File: src/hw/rtl/bfrc_pkg.sv
`timescale 1ns / 1ps
`default_nettype none
// ----------------------------------------------------------------------------
// bfrc_pkg: shared types and constants for the buffer fill rate controller
// Field widths, controller states, reciprocal constants for the fixed divides
// and the command/status bundles between controller and datapath.
// ----------------------------------------------------------------------------
package bfrc_pkg;

  localparam int CNT_W  = 13;          // slice_count
  localparam int DUR_W  = 16;          // slice_duration_us
  localparam int TGT_W  = 20;          // target_fill_us
  localparam int SPD_W  = 20;          // speed_factor
  localparam int FILL_W = CNT_W + DUR_W;
  localparam int ACC_W  = 32;

  // fill error divider: numerator, divisor, iteration counter widths
  localparam int DIV_NW = 32;
  localparam int DIV_DW = 20;
  localparam int DIV_CW = 6;

  localparam int MAX_SLICES     = 4096;
  localparam int TARGET_RESET   = 40000;

  // 0.005 * acc: |acc| / 200 = (|acc| >> 3) / 25, exact for |acc| <= 2^31
  localparam int                        ACC_SHIFT    = 3;
  localparam int                        ACC_RECIP_W  = 29;
  localparam logic [ACC_RECIP_W-1:0]    ACC_RECIP    = 29'd343597384;  // ceil(2^33 / 25)
  localparam int                        ACC_RECIP_SH = 33;

  // smoothing: x / 5, exact for any 32-bit x
  localparam int                        SMOOTH_RECIP_W  = 32;
  localparam logic [SMOOTH_RECIP_W-1:0] SMOOTH_RECIP    = 32'd3435973837; // ceil(2^34 / 5)
  localparam int                        SMOOTH_RECIP_SH = 34;

  typedef enum logic [3:0] {
    S_IDLE,
    S_MUL,
    S_PREP,
    S_ERR_GO,
    S_ERR_WAIT,
    S_ACC,
    S_ACC_DIV,
    S_SUM,
    S_SUM_DIV,
    S_CLAMP,
    S_OUT
  } ctrl_state_t;

  typedef struct packed {
    logic    capture;
    logic    set_one;
    logic    mul;
    logic    prep;
    logic    div_start;
    logic    err_load;
    logic    acc_load;
    logic    acc_div_load;
    logic    sum_load;
    logic    sum_div_load;
    logic    smooth_load;
    logic    out_load;
  } ctrl_cmd_t;

  typedef struct packed {
    logic special;   // frame mode or empty buffer on the input ports
    logic ovf;       // fill error certain to hit the negative limit
    logic div_done;
  } dp_status_t;

endpackage : bfrc_pkg
`default_nettype wire

File: src/hw/rtl/buffer_fill_rate_controller_unit.sv
// In wave mode the time from acceptance to out_valid goes mostly to the bit-serial fill
// error divide, which is skipped when the error is certain to saturate; frame mode or an
// empty buffer goes straight to the output register.
// Throughput: one request at a time; the next is taken the cycle after the result is
// loaded into the output register, which waits while the previous result is held.
// Reset (rst, synchronous): target 40000 us, accumulator 0, speed 1.0.
`timescale 1ns / 1ps
`default_nettype none
// ----------------------------------------------------------------------------
// buffer_fill_rate_controller_unit: PI playback speed from buffer occupancy
// Relative fill error, saturating accumulator, smoothing and clamping to a
// Q4.16 speed factor per swapped buffer.
// ----------------------------------------------------------------------------
module buffer_fill_rate_controller_unit
  import bfrc_pkg::*;
#(
  parameter int FRAC_BITS = 16
) (
  input  wire logic             clk,
  input  wire logic             rst,
  input  wire logic             cfg_we,
  input  wire logic [TGT_W-1:0] cfg_wdata,
  input  wire logic             in_valid,
  output logic                  in_ready,
  input  wire logic [CNT_W-1:0] slice_count,
  input  wire logic [DUR_W-1:0] slice_duration_us,
  input  wire logic             frame_mode,
  output logic                  out_valid,
  input  wire logic             out_ready,
  output logic [SPD_W-1:0]      speed_factor
);

  ctrl_cmd_t  cmd;
  dp_status_t status;

  bfrc_ctrl u_ctrl (
    .clk       (clk),
    .rst       (rst),
    .in_valid  (in_valid),
    .in_ready  (in_ready),
    .out_valid (out_valid),
    .out_ready (out_ready),
    .status    (status),
    .cmd       (cmd)
  );

  bfrc_datapath #(
    .FRAC_BITS (FRAC_BITS)
  ) u_dp (
    .clk               (clk),
    .rst               (rst),
    .cfg_we            (cfg_we),
    .cfg_wdata         (cfg_wdata),
    .slice_count       (slice_count),
    .slice_duration_us (slice_duration_us),
    .frame_mode        (frame_mode),
    .cmd               (cmd),
    .status            (status),
    .speed_factor      (speed_factor)
  );

endmodule : buffer_fill_rate_controller_unit
`default_nettype wire

File: src/hw/rtl/bfrc_div.sv
`timescale 1ns / 1ps
`default_nettype none
// ----------------------------------------------------------------------------
// bfrc_div: restoring divider for the fill error
// One quotient bit per cycle. The remainder can be preloaded so that only the
// low quotient bits are worked out when the caller knows the quotient is short.
// ----------------------------------------------------------------------------
module bfrc_div
  import bfrc_pkg::*;
(
  input  wire logic              clk,
  input  wire logic              rst,
  input  wire logic              start,
  input  wire logic [DIV_DW-1:0] rem_init,
  input  wire logic [DIV_NW-1:0] num,
  input  wire logic [DIV_CW-1:0] iters,
  input  wire logic [DIV_DW-1:0] divisor,
  output logic                   done,
  output logic [DIV_NW-1:0]      quo
);

  logic              busy;
  logic [DIV_DW-1:0] rem;
  logic [DIV_NW-1:0] num_sh;
  logic [DIV_DW-1:0] dvs;
  logic [DIV_CW-1:0] cnt;
  logic [DIV_DW:0]   trial;
  logic [DIV_DW:0]   trial_sub;
  logic              ge;

  assign trial     = {rem, num_sh[DIV_NW-1]};
  assign ge        = trial >= {1'b0, dvs};
  assign trial_sub = trial - {1'b0, dvs};

  always_ff @(posedge clk) begin
    if (rst) begin
      busy <= 1'b0;
      done <= 1'b0;
      cnt  <= '0;
    end else begin
      done <= 1'b0;
      if (start) begin
        busy <= 1'b1;
        cnt  <= iters;
      end else if (busy) begin
        cnt <= cnt - DIV_CW'(1);
        if (cnt == DIV_CW'(1)) begin
          busy <= 1'b0;
          done <= 1'b1;
        end
      end
    end
  end

  always_ff @(posedge clk) begin
    if (start) begin
      rem    <= rem_init;
      num_sh <= num;
      dvs    <= divisor;
      quo    <= '0;
    end else if (busy) begin
      rem    <= ge ? trial_sub[DIV_DW-1:0] : trial[DIV_DW-1:0];
      num_sh <= {num_sh[DIV_NW-2:0], 1'b0};
      quo    <= {quo[DIV_NW-2:0], ge};
    end
  end

  a_done_idle: assert property (@(posedge clk) disable iff (rst) done |-> !busy)
    else $error("divider done while still busy");
  a_no_restart: assert property (@(posedge clk) disable iff (rst) start |-> !busy)
    else $error("divider restarted mid-division");
  a_busy_src: assert property (@(posedge clk) disable iff (rst)
    (busy && !$past(busy)) |-> $past(start))
    else $error("divider went busy without a start");

endmodule : bfrc_div
`default_nettype wire

File: src/hw/rtl/bfrc_datapath.sv
`timescale 1ns / 1ps
`default_nettype none
// ----------------------------------------------------------------------------
// bfrc_datapath: fill, error, accumulator and speed arithmetic
// Holds the target register, accumulator, current speed and the output
// register; the fill error goes through bfrc_div, the fixed divides by 200
// and 5 are registered reciprocal multiplies.
// ----------------------------------------------------------------------------
module bfrc_datapath
  import bfrc_pkg::*;
#(
  parameter int FRAC_BITS = 16
) (
  input  wire logic             clk,
  input  wire logic             rst,
  input  wire logic             cfg_we,
  input  wire logic [TGT_W-1:0] cfg_wdata,
  input  wire logic [CNT_W-1:0] slice_count,
  input  wire logic [DUR_W-1:0] slice_duration_us,
  input  wire logic             frame_mode,
  input  wire ctrl_cmd_t        cmd,
  output dp_status_t            status,
  output logic [SPD_W-1:0]      speed_factor
);

  localparam int EW     = FRAC_BITS + 6;   // signed error
  localparam int MW     = FRAC_BITS + 5;   // error magnitude
  localparam int CUR_W  = FRAC_BITS + 4;   // speed, up to 10.0
  localparam int ONE    = 1 << FRAC_BITS;
  localparam int SMAX   = 10 * ONE;
  localparam int SMIN   = (ONE + 50) / 100;
  localparam int SUM_W  = ACC_W + 1;
  localparam int AQ_W   = ACC_W - ACC_SHIFT;
  localparam int AP_W   = AQ_W + ACC_RECIP_W;
  localparam int Q200_W = AP_W - ACC_RECIP_SH;
  localparam int SP_W   = DIV_NW + SMOOTH_RECIP_W;
  localparam int Q5_W   = SP_W - SMOOTH_RECIP_SH;

  localparam logic [CUR_W-1:0]  SPD_ONE = CUR_W'(ONE);
  localparam logic [CUR_W-1:0]  SPD_MAX = CUR_W'(SMAX);
  localparam logic [CUR_W-1:0]  SPD_MIN = CUR_W'(SMIN);
  localparam logic [MW-1:0]     ERR_LIM = MW'(16 * ONE);
  localparam logic [CNT_W-1:0]  CNT_MAX = CNT_W'(MAX_SLICES);

  logic [TGT_W-1:0]  target_r;
  logic [CNT_W-1:0]  count_r;
  logic [DUR_W-1:0]  dur_r;
  logic [FILL_W-1:0] fill_r;
  logic [FILL_W-1:0] diff_r;
  logic              neg_r;
  logic              ovf_r;
  logic signed [EW-1:0]    err_r;
  logic signed [ACC_W-1:0] acc_r;
  logic [Q200_W-1:0] q200_r;
  logic              sum_neg_r;
  logic [DIV_NW-1:0] sum_mag_r;
  logic [Q5_W-1:0]   q5_r;
  logic [CUR_W-1:0]  res_r;
  logic [CUR_W-1:0]  cur_r;

  logic [TGT_W-1:0]  tgt;
  logic [FILL_W-1:0] tgt_ext;
  logic [FILL_W-1:0] over;
  logic [FILL_W-1:0] under;
  logic              acc_neg;
  logic [ACC_W-1:0]  acc_mag;
  logic [AQ_W-1:0]   acc_q_in;
  logic [AP_W-1:0]   acc_prod;
  logic [SP_W-1:0]   sum_prod;
  logic [MW-1:0]     qerr;
  logic [MW-1:0]     err_mag;
  logic signed [SUM_W-1:0] acc_sum;
  logic signed [SUM_W-1:0] q200;
  logic signed [SUM_W-1:0] spd_sum;
  logic [SUM_W-1:0]  spd_abs;
  logic [31:0]       res_ext;

  logic              div_done;
  logic [DIV_NW-1:0] div_quo;
  logic [DIV_DW-1:0] div_rem_init;
  logic [DIV_NW-1:0] div_num;
  logic [DIV_CW-1:0] div_iters;
  logic [DIV_DW-1:0] div_divisor;

  // a zero target acts as 1
  assign tgt     = (target_r == '0) ? TGT_W'(1) : target_r;
  assign tgt_ext = FILL_W'(tgt);
  assign over    = fill_r - tgt_ext;
  assign under   = tgt_ext - fill_r;
  assign acc_neg = acc_r[ACC_W-1];
  assign acc_mag = acc_neg ? (~acc_r + ACC_W'(1)) : acc_r;

  assign status.special  = frame_mode || (slice_count == '0);
  assign status.ovf      = ovf_r;
  assign status.div_done = div_done;

  // diff < 32 * target here, so only MW quotient bits remain
  assign div_rem_init = diff_r[TGT_W+4:5];
  assign div_num      = {diff_r[4:0], {(DIV_NW-5){1'b0}}};
  assign div_iters    = DIV_CW'(MW);
  assign div_divisor  = tgt;

  bfrc_div u_div (
    .clk      (clk),
    .rst      (rst),
    .start    (cmd.div_start),
    .rem_init (div_rem_init),
    .num      (div_num),
    .iters    (div_iters),
    .divisor  (div_divisor),
    .done     (div_done),
    .quo      (div_quo)
  );

  assign qerr    = div_quo[MW-1:0];
  assign err_mag = (ovf_r || (neg_r && (qerr > ERR_LIM))) ? ERR_LIM : qerr;

  assign acc_sum = {acc_r[ACC_W-1], acc_r} + {{(SUM_W-EW){err_r[EW-1]}}, err_r};

  // |acc| / 200 by reciprocal; the sign goes back on in the sum
  assign acc_q_in = acc_mag[ACC_W-1:ACC_SHIFT];
  assign acc_prod = AP_W'(acc_q_in) * AP_W'(ACC_RECIP);

  assign q200    = acc_neg ? -$signed(SUM_W'(q200_r)) : $signed(SUM_W'(q200_r));
  assign spd_sum = $signed(SUM_W'(ONE)) + {{(SUM_W-EW){err_r[EW-1]}}, err_r} + q200
                   + $signed(SUM_W'({cur_r, 2'b00}));
  assign spd_abs = spd_sum[SUM_W-1] ? -spd_sum : spd_sum;

  assign sum_prod = SP_W'(sum_mag_r) * SP_W'(SMOOTH_RECIP);

  assign res_ext = 32'(res_r);

  // control state
  always_ff @(posedge clk) begin
    if (rst) begin
      target_r <= TGT_W'(TARGET_RESET);
      acc_r    <= '0;
      cur_r    <= SPD_ONE;
    end else begin
      if (cfg_we) begin
        target_r <= cfg_wdata;
      end
      if (cmd.acc_load) begin
        if (acc_sum[SUM_W-1] != acc_sum[SUM_W-2]) begin
          acc_r <= acc_sum[SUM_W-1] ? {1'b1, {(ACC_W-1){1'b0}}}
                                    : {1'b0, {(ACC_W-1){1'b1}}};
        end else begin
          acc_r <= acc_sum[ACC_W-1:0];
        end
      end
      if (cmd.out_load) begin
        cur_r <= res_r;
      end
    end
  end

  // payload
  always_ff @(posedge clk) begin
    if (cmd.capture) begin
      count_r <= (slice_count > CNT_MAX) ? CNT_MAX : slice_count;
      dur_r   <= slice_duration_us;
    end
    if (cmd.mul) begin
      fill_r <= FILL_W'(count_r) * FILL_W'(dur_r);
    end
    if (cmd.prep) begin
      neg_r  <= fill_r > tgt_ext;
      diff_r <= (fill_r > tgt_ext) ? over : under;
      ovf_r  <= (fill_r > tgt_ext) && (over >= FILL_W'({tgt, 5'b00000}));
    end
    if (cmd.err_load) begin
      err_r <= neg_r ? -$signed({1'b0, err_mag}) : $signed({1'b0, err_mag});
    end
    if (cmd.acc_div_load) begin
      q200_r <= acc_prod[AP_W-1:ACC_RECIP_SH];
    end
    if (cmd.sum_load) begin
      sum_neg_r <= spd_sum[SUM_W-1];
      sum_mag_r <= spd_abs[DIV_NW-1:0];
    end
    if (cmd.sum_div_load) begin
      q5_r <= sum_prod[SP_W-1:SMOOTH_RECIP_SH];
    end
    if (cmd.set_one) begin
      res_r <= SPD_ONE;
    end else if (cmd.smooth_load) begin
      if (sum_neg_r) begin
        res_r <= SPD_MIN;
      end else if (q5_r > Q5_W'(SMAX)) begin
        res_r <= SPD_MAX;
      end else if (q5_r < Q5_W'(SMIN)) begin
        res_r <= SPD_MIN;
      end else begin
        res_r <= q5_r[CUR_W-1:0];
      end
    end
    if (cmd.out_load) begin
      speed_factor <= res_ext[SPD_W-1:0];
    end
  end

endmodule : bfrc_datapath
`default_nettype wire

File: src/hw/rtl/bfrc_ctrl.sv
`timescale 1ns / 1ps
`default_nettype none
// ----------------------------------------------------------------------------
// bfrc_ctrl: sequencing state machine
// Steps the datapath through fill, error, accumulator and smoothing, and
// owns the request handshakes on both channels.
// ----------------------------------------------------------------------------
module bfrc_ctrl
  import bfrc_pkg::*;
(
  input  wire logic       clk,
  input  wire logic       rst,
  input  wire logic       in_valid,
  output logic            in_ready,
  output logic            out_valid,
  input  wire logic       out_ready,
  input  wire dp_status_t status,
  output ctrl_cmd_t       cmd
);

  ctrl_state_t state;
  ctrl_state_t state_next;
  logic        out_valid_next;

  always_ff @(posedge clk) begin
    if (rst) begin
      state     <= S_IDLE;
      out_valid <= 1'b0;
    end else begin
      state     <= state_next;
      out_valid <= out_valid_next;
    end
  end

  always_comb begin
    state_next = state;
    cmd        = '0;
    in_ready   = 1'b0;
    case (state)
      S_IDLE: begin
        in_ready = 1'b1;
        if (in_valid) begin
          cmd.capture = 1'b1;
          if (status.special) begin
            cmd.set_one = 1'b1;
            state_next  = S_OUT;
          end else begin
            state_next = S_MUL;
          end
        end
      end
      S_MUL: begin
        cmd.mul    = 1'b1;
        state_next = S_PREP;
      end
      S_PREP: begin
        cmd.prep   = 1'b1;
        state_next = S_ERR_GO;
      end
      S_ERR_GO: begin
        if (status.ovf) begin
          cmd.err_load = 1'b1;
          state_next   = S_ACC;
        end else begin
          cmd.div_start = 1'b1;
          state_next    = S_ERR_WAIT;
        end
      end
      S_ERR_WAIT: begin
        if (status.div_done) begin
          cmd.err_load = 1'b1;
          state_next   = S_ACC;
        end
      end
      S_ACC: begin
        cmd.acc_load = 1'b1;
        state_next   = S_ACC_DIV;
      end
      S_ACC_DIV: begin
        cmd.acc_div_load = 1'b1;
        state_next       = S_SUM;
      end
      S_SUM: begin
        cmd.sum_load = 1'b1;
        state_next   = S_SUM_DIV;
      end
      S_SUM_DIV: begin
        cmd.sum_div_load = 1'b1;
        state_next       = S_CLAMP;
      end
      S_CLAMP: begin
        cmd.smooth_load = 1'b1;
        state_next      = S_OUT;
      end
      S_OUT: begin
        // previous result must have left the output register
        if (!out_valid || out_ready) begin
          cmd.out_load = 1'b1;
          state_next   = S_IDLE;
        end
      end
      default: begin
        state_next = S_IDLE;
      end
    endcase
  end

  assign out_valid_next = cmd.out_load || (out_valid && !out_ready);

  a_no_overwrite: assert property (@(posedge clk) disable iff (rst)
    cmd.out_load |-> (!out_valid || out_ready))
    else $error("output register overwritten before it was taken");
  a_accept_leaves_idle: assert property (@(posedge clk) disable iff (rst)
    (in_valid && in_ready) |=> (state != S_IDLE))
    else $error("accepted request did not start work");
  a_done_expected: assert property (@(posedge clk) disable iff (rst)
    status.div_done |-> (state == S_ERR_WAIT))
    else $error("divider finished outside its wait state");

endmodule : bfrc_ctrl
`default_nettype wire
File: config.mk
export PLATFORM = sky130hd
export DESIGN_NAME = buffer_fill_rate_controller_unit
export DESIGN_NICKNAME = d
export VERILOG_FILES = /design/src/hw/rtl/bfrc_pkg.sv /design/src/hw/rtl/buffer_fill_rate_controller_unit.sv /design/src/hw/rtl/bfrc_div.sv /design/src/hw/rtl/bfrc_datapath.sv /design/src/hw/rtl/bfrc_ctrl.sv
export SDC_FILE = /design/constraint.sdc
export NUM_CORES = 2
export LEC_CHECK = 0
export ABC_AREA = 1
export BUFFER_PORTS_ARGS = -buffer_cell sky130_fd_sc_hd__buf_2
export CAP_MARGIN = 40
export CORE_ASPECT_RATIO = 0.7
export CORE_UTILIZATION = 55
export DETAILED_ROUTE_END_ITERATION = 10
export PLACE_DENSITY = 0.77
export SLEW_MARGIN = 10
export SYNTH_ARGS = -nofsm -noshare
export SYNTH_HDL_FRONTEND = slang
export SYNTH_HIERARCHICAL = 1
export SYNTH_SLANG_ARGS = --single-unit
File: constraint.sdc
create_clock -name clk -period 6.6 [get_ports clk]
set_clock_uncertainty 0.05 [all_clocks]
set_input_delay 0.33 -clock clk [delete_from_list [all_inputs] [get_ports clk]]
set_output_delay 0.33 -clock clk [all_outputs]
set_load 0.05 [all_outputs]
==> impl_metrics.env <==
export IMPL_grt_util_all_layers_pct=36.3
export IMPL_drive_gt1_share_pct=19.6
export IMPL_drc=0
export IMPL_crit_path_end="u_dp/q200_r[5]"
export IMPL_crit_buf_inv=8
export IMPL_critical_path_slowest_cell="fa_2"
export IMPL_antenna_found_initial=4
export IMPL_rsz0062_at_grt="true"
export IMPL_yosysWarnings=6
export IMPL_synth_area_sq_um=65600
export IMPL_critPathTopFamily="adder cells"
export IMPL_worstPathArrival_ns=7.62
export IMPL_post_route_period_util_pct=111
export IMPL_n_fill_cell=9372
export IMPL_path_class="flip-flop to flip-flop"
export IMPL_clk_pin_slew_ns=0.06
export IMPL_setup_ws_ns=-0.704
export IMPL_rows=105
export IMPL_max_stage_delay_ns=0.59
export IMPL_hold_viol_final=0
export IMPL_r2r_slack_ns=-0.70
export IMPL_hold_path_class="primary input to flip-flop"
export IMPL_run_status="finished, violations left"
export IMPL_gp_congestion=1.12
export IMPL_routedWlPerCell_um=21.1
export IMPL_dr_pass1_iters=6
export IMPL_port_buffers=76
export IMPL_cp_max_fo=4
export IMPL_min_period_ns=7.30
export IMPL_ant_nets=0
export IMPL_max_slew_margin_rel_pct=39.0
export IMPL_critPathLaunch="u_dp/acc_r[3]"
export IMPL_ir_worst_vdd_mv=2.54
export IMPL_path_depth=34
export IMPL_cts_max_level=2
export IMPL_initial_utilization_pct=55.7
export IMPL_p_per_area_nw_per_um2=419
export IMPL_final_common_cell="inv_1"
export IMPL_regToRegEndpoint="u_dp/q200_r[5]"
export IMPL_ff2ff_path_depth=34
export IMPL_drv_cap=0
export IMPL_fmax_mhz=137
export IMPL_area_delta_synth_final_pct=21.5
export IMPL_grt_start_max_net_pins=74
export IMPL_coreArea_sq_um=118000
export IMPL_fin_setup_tns_ns=-16.54
export IMPL_cts_sinks=413
export IMPL_setup_viol=48
export IMPL_cp_required_ns=6.92
export IMPL_worst_pin_slew_ns=0.910
export IMPL_grt_pass1_wl_um=334000
export IMPL_layout_nets=10700
export IMPL_dieArea_sq_um=121000
export IMPL_die_w_um=415
export IMPL_vias=57900
export IMPL_maxSlewViolCount=0
export IMPL_cts_inserted_buffers=43
export IMPL_grt_pass1_vias=56800
export IMPL_design_area_sq_um=79700
export IMPL_cts_tree="built"
export IMPL_insertion_delay_ns=0.64
export IMPL_avgViaCountPerCell=5.51
export IMPL_p_leak_nw=42.0
export IMPL_synthCells=8018
export IMPL_routed_wl_um=222000
export IMPL_drt_iter0_drc=6745
export IMPL_start_kind="flip-flop"
export IMPL_timing_rr_start="u_dp/acc_r[3]"
export IMPL_post_dp_cell_area_sq_um=73400
export IMPL_synth_area_per_cell_sq_um=8.18
export IMPL_cts_root_buf="clkbuf_16"
export IMPL_cts_max_path_buffers=3
export IMPL_overflow=0
export IMPL_dp_slack_ns=-0.935
export IMPL_endpoint_kind="flip-flop"
export IMPL_whs_ns=0.0246
export IMPL_die_y_um=291
export IMPL_final_cell_mix="1965 x inv_1, 1395 x nand2_1, 797 x fa_1"
export IMPL_ios=77
export IMPL_hpwlAfterDp_um=186000
export IMPL_violations="negative setup slack"
worst min-delay path by stage:
stage,start,slack [ns],end,depth (start not counted)
after global routing,slice_count[1],0.05,u_dp/count_r[1],3
after detailed placement,u_dp/res_r[16],0.41,u_dp/speed_factor[16],0
after floorplan,rst,0.35,u_ctrl/out_valid,1
after CTS,slice_count[1],0.007,u_dp/count_r[1],3
final,slice_count[1],0.02,u_dp/count_r[1],3
after global placement,u_dp/res_r[16],0.40,u_dp/speed_factor[16],0
layout make-up:
type,instances,area [sq um],share of cell area (%)
inverters,2102,7920,9.94
repair buffers,969,7710,9.67
flip-flops and latches,413,11100,14.0
well taps,1551,1940,2.44
diodes,3,7.51,0.00942
multi-input cells,5393,49500,62.1
clock inverters,33,322,0.404
clock buffers,47,1130,1.42
state kept, by name, summed over array words and instances (netlist names), 4 cells and up:
| name | cells |
|---|---|
| u_dp/q200_r | 25 |
| u_dp/u_div/cnt | 6 |
| u_dp/u_div/dvs | 20 |
| u_dp/fill_r | 29 |
| u_dp/speed_factor | 20 |
| u_dp/err_r | 22 |
| u_dp/count_r | 13 |
| u_dp/diff_r | 25 |
| u_dp/u_div/rem | 20 |
| u_ctrl/state | 4 |
| u_dp/res_r | 20 |
| u_dp/acc_r | 32 |
| u_dp/dur_r | 16 |
| u_dp/cur_r | 20 |
| u_dp/u_div/num_sh | 32 |
| u_dp/sum_mag_r | 32 |
| u_dp/q5_r | 30 |
| u_dp/target_r | 20 |
| u_dp/u_div/quo | 21 |
power breakdown:
part           switching, mW  internal (mW)
clock network           1.21           1.38
logic                   16.7           9.36
registers              0.575           4.18
total                   18.4           14.9
metal layers:
| layer | wire length [um] | vias up | global-route usage (%) | part of all wire (%) |
|---|---|---|---|---|
| met1 | 99500 | 27900 | 56.1 | 45 |
| met3 | 34300 | 309 | 14.9 | 15 |
| met4 | 4200 | 6 | 5.33 | 1.9 |
| met5 | 246 | - | 0 | 0.11 |
| li1 | - | 26600 | - | - |
| met2 | 84100 | 3121 | 47.4 | 38 |
through the flow:
| stage | utilization [%] | instances | total power, mW |
|---|---|---|---|
| after floorplan | - | 8049 | 21.3 |
| after global placement | 62.3 | 10200 | 27.7 |
| after detailed placement | 62.3 | 10200 | 28.5 |
| after CTS | 65.6 | 10400 | 31.7 |
| after global routing | 67.7 | 10500 | 35.7 |
| final | 67.7 | 10500 | 33.4 |
what timing repair did:
item | 4_1_cts | 5_1_grt
endpoints found under the hold margin | 44 | 0
setup buffers | 64 | 89
resized for setup | 328 | 423
hold buffers | 52 | 0
pin swaps | 177 | 250
endpoints found under the setup margin | 55 | 56
worst register-to-register path, delay by kind of cell (launching register included):
family                   cells  cell delay [ns]
AO/OA/AOI/OAI                5             0.59
XOR/XNOR                     2             0.31
adder cells (fa/ha/maj)      8             3.60
buffers and inverters        8             0.89
flip-flops                   1             0.34
AND/OR/NAND/NOR             11             1.27
(Power assumes the default switching activity.)
